$ cat config.mk
export PLATFORM = sky130hd
export DESIGN_NAME = hpde_cordic_cell
export DESIGN_NICKNAME = d
export VERILOG_FILES = /design/src/rtl/hpde_pkg.sv /design/src/rtl/hpde_cordic_cell.sv
export SDC_FILE = /design/constraint.sdc
export NUM_CORES = 1
export LEC_CHECK = 0
export ABC_AREA = 1
export BUFFER_PORTS_ARGS = -buffer_cell sky130_fd_sc_hd__buf_2
export CAP_MARGIN = 20
export CORE_ASPECT_RATIO = 1.5
export CORE_MARGIN = 1.5
export CORE_UTILIZATION = 45
export DETAILED_ROUTE_END_ITERATION = 8
export PLACE_DENSITY = 0.73
export SLEW_MARGIN = 20
export SYNTH_ARGS = -nofsm -noshare
export SYNTH_HDL_FRONTEND = slang
export SYNTH_SLANG_ARGS = --single-unit
$ cat constraint.sdc
create_clock -name clk -period 4.3 [get_ports clk]
set_input_delay 0.645 -clock clk [delete_from_list [all_inputs] [get_ports clk]]
set_output_delay 0.645 -clock clk [all_outputs]
set_load 0.02 [all_outputs]
$ cat src/rtl/hpde_pkg.sv
// ----------------------------------------------------------------------------
// Hyperbola evaluator package
// Shared types, constants and elaboration-time helpers for the hyperbola
// point and derivative evaluator.
// ----------------------------------------------------------------------------
package hpde_pkg;

  // Default number of CORDIC cells in the exponential chain.
  localparam int CordicIterDefault = 28;

  // ln(2) in Q56, the fixed-point one in Q60 and 1/ln(2) in Q16.
  localparam logic [55:0] LN2_Q56     = 56'hB17217F7D1CF7A;
  localparam logic [63:0] ONE_Q60     = 64'h1000_0000_0000_0000;
  localparam logic [16:0] INV_LN2_Q16 = 17'd94548;

  // Configuration register indexes.
  localparam logic [2:0] REG_CENTER_XY = 3'd0;
  localparam logic [2:0] REG_CENTER_Z  = 3'd1;
  localparam logic [2:0] REG_MAJOR_X   = 3'd2;
  localparam logic [2:0] REG_MAJOR_Y   = 3'd3;
  localparam logic [2:0] REG_MAJOR_Z   = 3'd4;
  localparam logic [2:0] REG_MINOR_X   = 3'd5;
  localparam logic [2:0] REG_MINOR_Y   = 3'd6;
  localparam logic [2:0] REG_MINOR_Z   = 3'd7;

  // One request: curve parameter and derivative order.
  typedef struct packed {
    logic signed [30:0] param_u;
    logic [5:0]         deriv_order;
  } hpde_req_t;

  // One result: four 3-vectors in Q32.32.
  typedef struct packed {
    logic signed [63:0] point_x;
    logic signed [63:0] point_y;
    logic signed [63:0] point_z;
    logic signed [63:0] first_deriv_x;
    logic signed [63:0] first_deriv_y;
    logic signed [63:0] first_deriv_z;
    logic signed [63:0] second_deriv_x;
    logic signed [63:0] second_deriv_y;
    logic signed [63:0] second_deriv_z;
    logic signed [63:0] nth_deriv_x;
    logic signed [63:0] nth_deriv_y;
    logic signed [63:0] nth_deriv_z;
  } hpde_res_t;

  // Data handed from cell to cell: two exponential lanes, one for e^r and
  // one for e^(ln2 - r), plus the binary exponent and the order parity.
  typedef struct packed {
    logic [55:0]       zp;
    logic [63:0]       xp;
    logic [55:0]       zm;
    logic [63:0]       xm;
    logic signed [5:0] k;
    logic              odd;
  } hpde_lane_t;

  // Curve geometry from the configuration registers, index 0..2 is x, y, z.
  typedef struct packed {
    logic [2:0][31:0] cen;
    logic [2:0][31:0] ka;
    logic [2:0][31:0] kb;
  } hpde_geom_t;

  // floor(2^e / m) by long division; used only to build constants.
  function automatic logic [56:0] pow2_over(input int e, input int m);
    logic [56:0] q;
    logic [63:0] rem;
    q   = '0;
    rem = '0;
    for (int b = 56; b >= 0; b--) begin
      rem = {rem[62:0], (b == e)};
      if (rem >= 64'(m)) begin
        rem  = rem - 64'(m);
        q[b] = 1'b1;
      end
    end
    return q;
  endfunction

  // ln(1 + 2^-i) in Q56 as a truncated alternating series.
  function automatic logic [55:0] ln1p_q56(input int i);
    logic signed [63:0] s;
    s = '0;
    for (int m = 1; m <= 56; m++) begin
      if (i * m <= 56) begin
        if (m[0]) s = s + 64'(pow2_over(56 - i * m, m));
        else      s = s - 64'(pow2_over(56 - i * m, m));
      end
    end
    return s[55:0];
  endfunction

  // Floor a sum in units of 2^-48 to Q32.32 and saturate to 64 bits.
  function automatic logic [63:0] sat_q32(input logic signed [97:0] t);
    logic signed [97:0] q;
    q = t >>> 16;
    if (q[97:63] == '0 || q[97:63] == '1) return q[63:0];
    else if (q[97])                        return 64'h8000_0000_0000_0000;
    else                                   return 64'h7FFF_FFFF_FFFF_FFFF;
  endfunction

endpackage

$ cat src/rtl/hpde_cordic_cell.sv
// ----------------------------------------------------------------------------
// CORDIC exponential cell
// One step of the shift-and-add exponential on both lanes: where the
// argument covers ln(1 + 2^-STEP) it is reduced and x grows by x * 2^-STEP.
// ----------------------------------------------------------------------------
module hpde_cordic_cell
  import hpde_pkg::*;
#(
  parameter int STEP = 1
) (
  input  logic       clk,
  input  logic       rst,
  input  logic       v_in,
  input  hpde_lane_t lane_in,
  output logic       v_out,
  output hpde_lane_t lane_out
);

  localparam logic [55:0] T_STEP = ln1p_q56(STEP);

  hpde_lane_t lane_next;

  always_ff @(posedge clk) begin
    if (rst) v_out <= 1'b0;
    else     v_out <= v_in;
  end

  // Both lanes step together; exponent and parity ride along.
  always_comb begin
    lane_next = lane_in;
    if (lane_in.zp >= T_STEP) begin
      lane_next.zp = lane_in.zp - T_STEP;
      lane_next.xp = lane_in.xp + (lane_in.xp >> STEP);
    end
    if (lane_in.zm >= T_STEP) begin
      lane_next.zm = lane_in.zm - T_STEP;
      lane_next.xm = lane_in.xm + (lane_in.xm >> STEP);
    end
  end

  always_ff @(posedge clk) begin
    lane_out <= lane_next;
  end

endmodule

# Word level (Yosys, flattened, before mapping)
# Cells that the tools add are included.
# word_totals
word_cells	15
mem_bits_ro	0
output_inout_bits	248
inputBits	250
latchBits	0
ff_bits	248
mem_bits_rw	0
memories	0
# classes
bitwise_logic	0
shifts	0
reduce_logical	0
div	0
order_cmp	2
eq_ne	0
multipliers	0
n_mux	2
n_addsub	4
# op_table
cell	n
120-bit two-way mux	2
64-bit by 63-bit adder with 64-bit output	2
56-bit by 55-bit >= comparator with 1-bit output (second input constant)	2
56-bit by 55-bit subtractor with 56-bit output (second input constant)	2

# Longest topological paths before layout
# logic_depth
depth_word	2
depth_mapped	15

# Least setup slack after synthesis
# Ideal clock, no wire load.
# synth_timing
path_kind	input to register
from	in lane_in[127] (netlist name)
to	reg lane_out[187] (netlist name)
t_arrival_ns	2.180
stages	14
slack_ns	2.007
setup_ns	0.113
required_time_ns	4.187
cell_sequence	ha_1 -> fa_1 -> nand3_1 -> nand3_1 -> nand2_1 -> nand2_1 -> nand2_1 -> nand2_1 -> nand2_1 -> nand2_1 -> nand2_1 -> nand3_1 -> nand3_1 -> nand2_1
# synth_rtl
item	line	text
from (decl)	hpde_cordic_cell.sv:14	input hpde_lane_t lane_in,
to (signal assigned)	hpde_cordic_cell.sv:42	lane_out <= lane_next;
to (decl)	hpde_cordic_cell.sv:16	output hpde_lane_t lane_out

==> summary.md <==
| Metric | Value |
|---|---|
| Iteration-0 DRC Markers | `1688` |
| Post-Syn Nets | `4862` |
| Worst slew pin tran | `0.932 ns` |
| First-pass GRT wire length | `around 160000 µm` |
| Multi-input logic area | `0.0156 mm²` |
| Highest-delay cell along the critical path | `fa_1` |
| Unique masters post-synth | `41` |
| Cells after Synth | `4482` |
| WL final | `108000 µm` |
| Die height | `~290 µm` |
| CTS Root Cell | `clkbuf_16` |
| Fin crit share | `0.604` |
| Main synth FF type | `dfxtp_1` |
| Antenna violations before repair | `18` |
| Die X | `192 µm` |
| Startpoint types | `input port` |
| PortBufs | `around 500` |
| Post-synth top area share | `0.301` |
| Layout cells sized above 1 | `0.120` |
| CP required | `approximately 4.8 ns` |
| Crit-path cells | `buf_2 -> ha_1 -> fa_1 -> nand3_1 -> nand3_1 -> nand2_1 -> nand2_1 -> nand2_1 -> nand2_1 -> nand2_1 -> nand2_1 -> xnor2_1 -> o21ai_2` |
| Routed Antenna Nets | `0` |
| Sequential element share of the synthesized area | `0.206` |
| Final setup violating endpoints | `0` |
| Crit end category | `register` |
| Routability congestion estimate | `1.09` |
| Max FO, Critical Path | `4` |
| Sw Pwr | `3.57 mW` |
| Vias in the first global route | `roughly 28000` |
| Register area | `approximately 0.0050 mm²` |
| Worst-path clk slew | `approximately 0.060 ns` |
| Internal cell power | `roughly 5.2 mW` |
| Max VDD drop | `0.000361 V` |
| Fin Setup TNS | `0 ns` |
| Final-report max-slew violation count | `0` |
| Register share of total power | `0.309` |
| Num CTS Buffers | `29` |
| CTS max path bufs | `3` |
| Fin nets | `5350` |
| Class of the most critical setup path | `in2reg` |
| Vias | `29200` |
| Drt drc | `0` |
| Switching part of the total | `0.406` |
| Area Growth Syn to Fin | `17.0%` |
| H-tree levels | `1` |
| RSZ-0062 raised after global routing | `no` |
| Leakage | `16.7 nW` |
| Yosys reg bits | `248` |
| Overall power | `8.79 mW` |
| Most frequent cells after synthesis | `nand2_1 (1927), inv_1 (794), nor2_1 (423), nand3_1 (284), dfxtp_1 (248)` |
| Largest cells by area after synthesis | `nand2_1 (30%), dfxtp_1 (21%), inv_1 (12%)` |
| Pin count of the biggest net entering global routing | `131` |
| Largest area contributor in the netlist | `nand2_1` |
| DP Area | `0.0271 mm²` |
| Design area | `0.0281 mm²` |
| Combinational group share of total power | `0.383` |
| Num rows | `103` |
| Slowest cell delay on critical path | `between 0.4 and 0.5 ns` |
| CP delay by family, top | `simple AND/OR/NAND/NOR gates` |
| Final Hold Viols | `0` |
| Async SR Flop Fraction | `0` |
| Clock power frac | `0.308` |
| Final worst path period need | `about 2.6 ns` |
| Top cell by count, worst path | `nand2_1` |
| Starting Density | `0.456` |
| Setup Buffers After CTS | `0` |
| Pwr per Cell Area | `312 mW/mm²` |
| Most numerous cell in the Yosys netlist | `nand2_1` |
| EDFF count, synth | `0` |
| CP arrival | `between 3 and 4 ns` |
| Sink Count | `248` |
| Syn avg cell area | `5.37 µm²` |
| Max cap viols | `0` |
| Top Ports | `498` |
| Synth warnings | `0` |
| Core area | `0.0527 mm²` |
| HP Class | `in2reg` |
| Critical path buffer and inverter count | `1` |
| GRT Overall Usage | `0.384` |
| Relative slew slack | `0.372` |
| Syn Std Cell Area | `approximately 0.024 mm²` |
| Status | `completed` |
| Total gr overflow | `0` |
| CTS tree | `built` |
| Post-cts resize count | `0` |
| Vias per cell | `roughly 5` |
| Fill count | `5941` |
| WL/cell | `19.0 µm` |
| Hold Buf Count CTS | `0` |
| First-pass detailed-route iteration total | `8` |
| Highest Clock Rate | `0.385 GHz` |
| Die ar. | `around 0.055 mm²` |
| Post-DP HPWL | `roughly 90000 µm` |
## power groups by stage
stage / Sequential (mW) / Clock, mW / Combinational (mW)
after floorplan: 3.14 / 0 / 1.71
final: 2.71 / 2.71 / 3.37
after CTS: 2.71 / 2.76 / 3.33
after detailed placement: 2.76 / 0 / 3.31
after global routing: 2.74 / 2.84 / 3.68
after global placement: 2.76 / 0 / 3.30
## cell families (layout without fill, tap and decap cells)
logic type	count (synthesis)	after routing	synth area share
AND/OR/NAND/NOR	2805	2805	0.470
buffers and inverters	858	1366	0.143
AO/OA/AOI/OAI	353	353	0.0799
flip-flops	248	248	0.206
adder cells (fa/ha/maj)	130	130	0.0683
XOR/XNOR	88	88	0.0320
other	0	13	0
## through the flow
stage / worst slack (ns) / util / hold slack [ns] / std cells
6_report: 1.70 / 0.534 / 0.148 / 5685
5_1_grt: 1.60 / 0.534 / 0.127 / 5682
4_1_cts: 1.82 / 0.533 / 0.122 / 5672
3_5_place_dp: 1.20 / 0.514 / 0.749 / 5621
3_3_place_gp: 1.20 / 0.514 / 0.747 / 5621
2_1_floorplan: 2.01 / - / 0.673 / 4482
## placed cells by master (no fill, tap or decap), types with 26 or more instances in the layout
cell type  netlist  final
a21oi_1        136    136
buf_2           12    497
clkbuf_16        0     29
dfxtp_1        248    248
ha_1           128    128
inv_1          794    794
nand2_1       1927   1926
nand3_1        284    284
nand3b_1        41     41
nand4_1         42     42
nor2_1         423    423
nor3_1          62     62
o21ai_0        136    136
xnor2_1         62     62
xor2_1          26     26
## final timing paths
kind | from | to | slack (ns) | cells after the start
worst min-delay path | lane_in[6] | lane_out[6] | 0.15 | 1
worst max-delay path | lane_in[128] | lane_out[157] | 1.70 | 13
## layout make-up
class	instances	area share
diodes	13	0.00116
clock buffers	38	0.0291
clock inverters	13	0.00654
inverters	806	0.108
multi-input cells	3376	0.556
flip-flops and latches	248	0.176
well taps	682	0.0303
repair buffers	509	0.0929
## layer usage
metal	vias up	global-route usage	share of wire
li1	14700	-	-
met1	12900	0.344	0.33
met2	1148	0.700	0.50
met3	448	0.0780	0.066
met4	6	0.372	0.11
met5	-	0	0.00030
## state kept, by name, indices dropped and copies added (netlist names)
signal	cells
v_out	1
lane_out	247
Note: power is estimated with default switching activity, not from simulation.
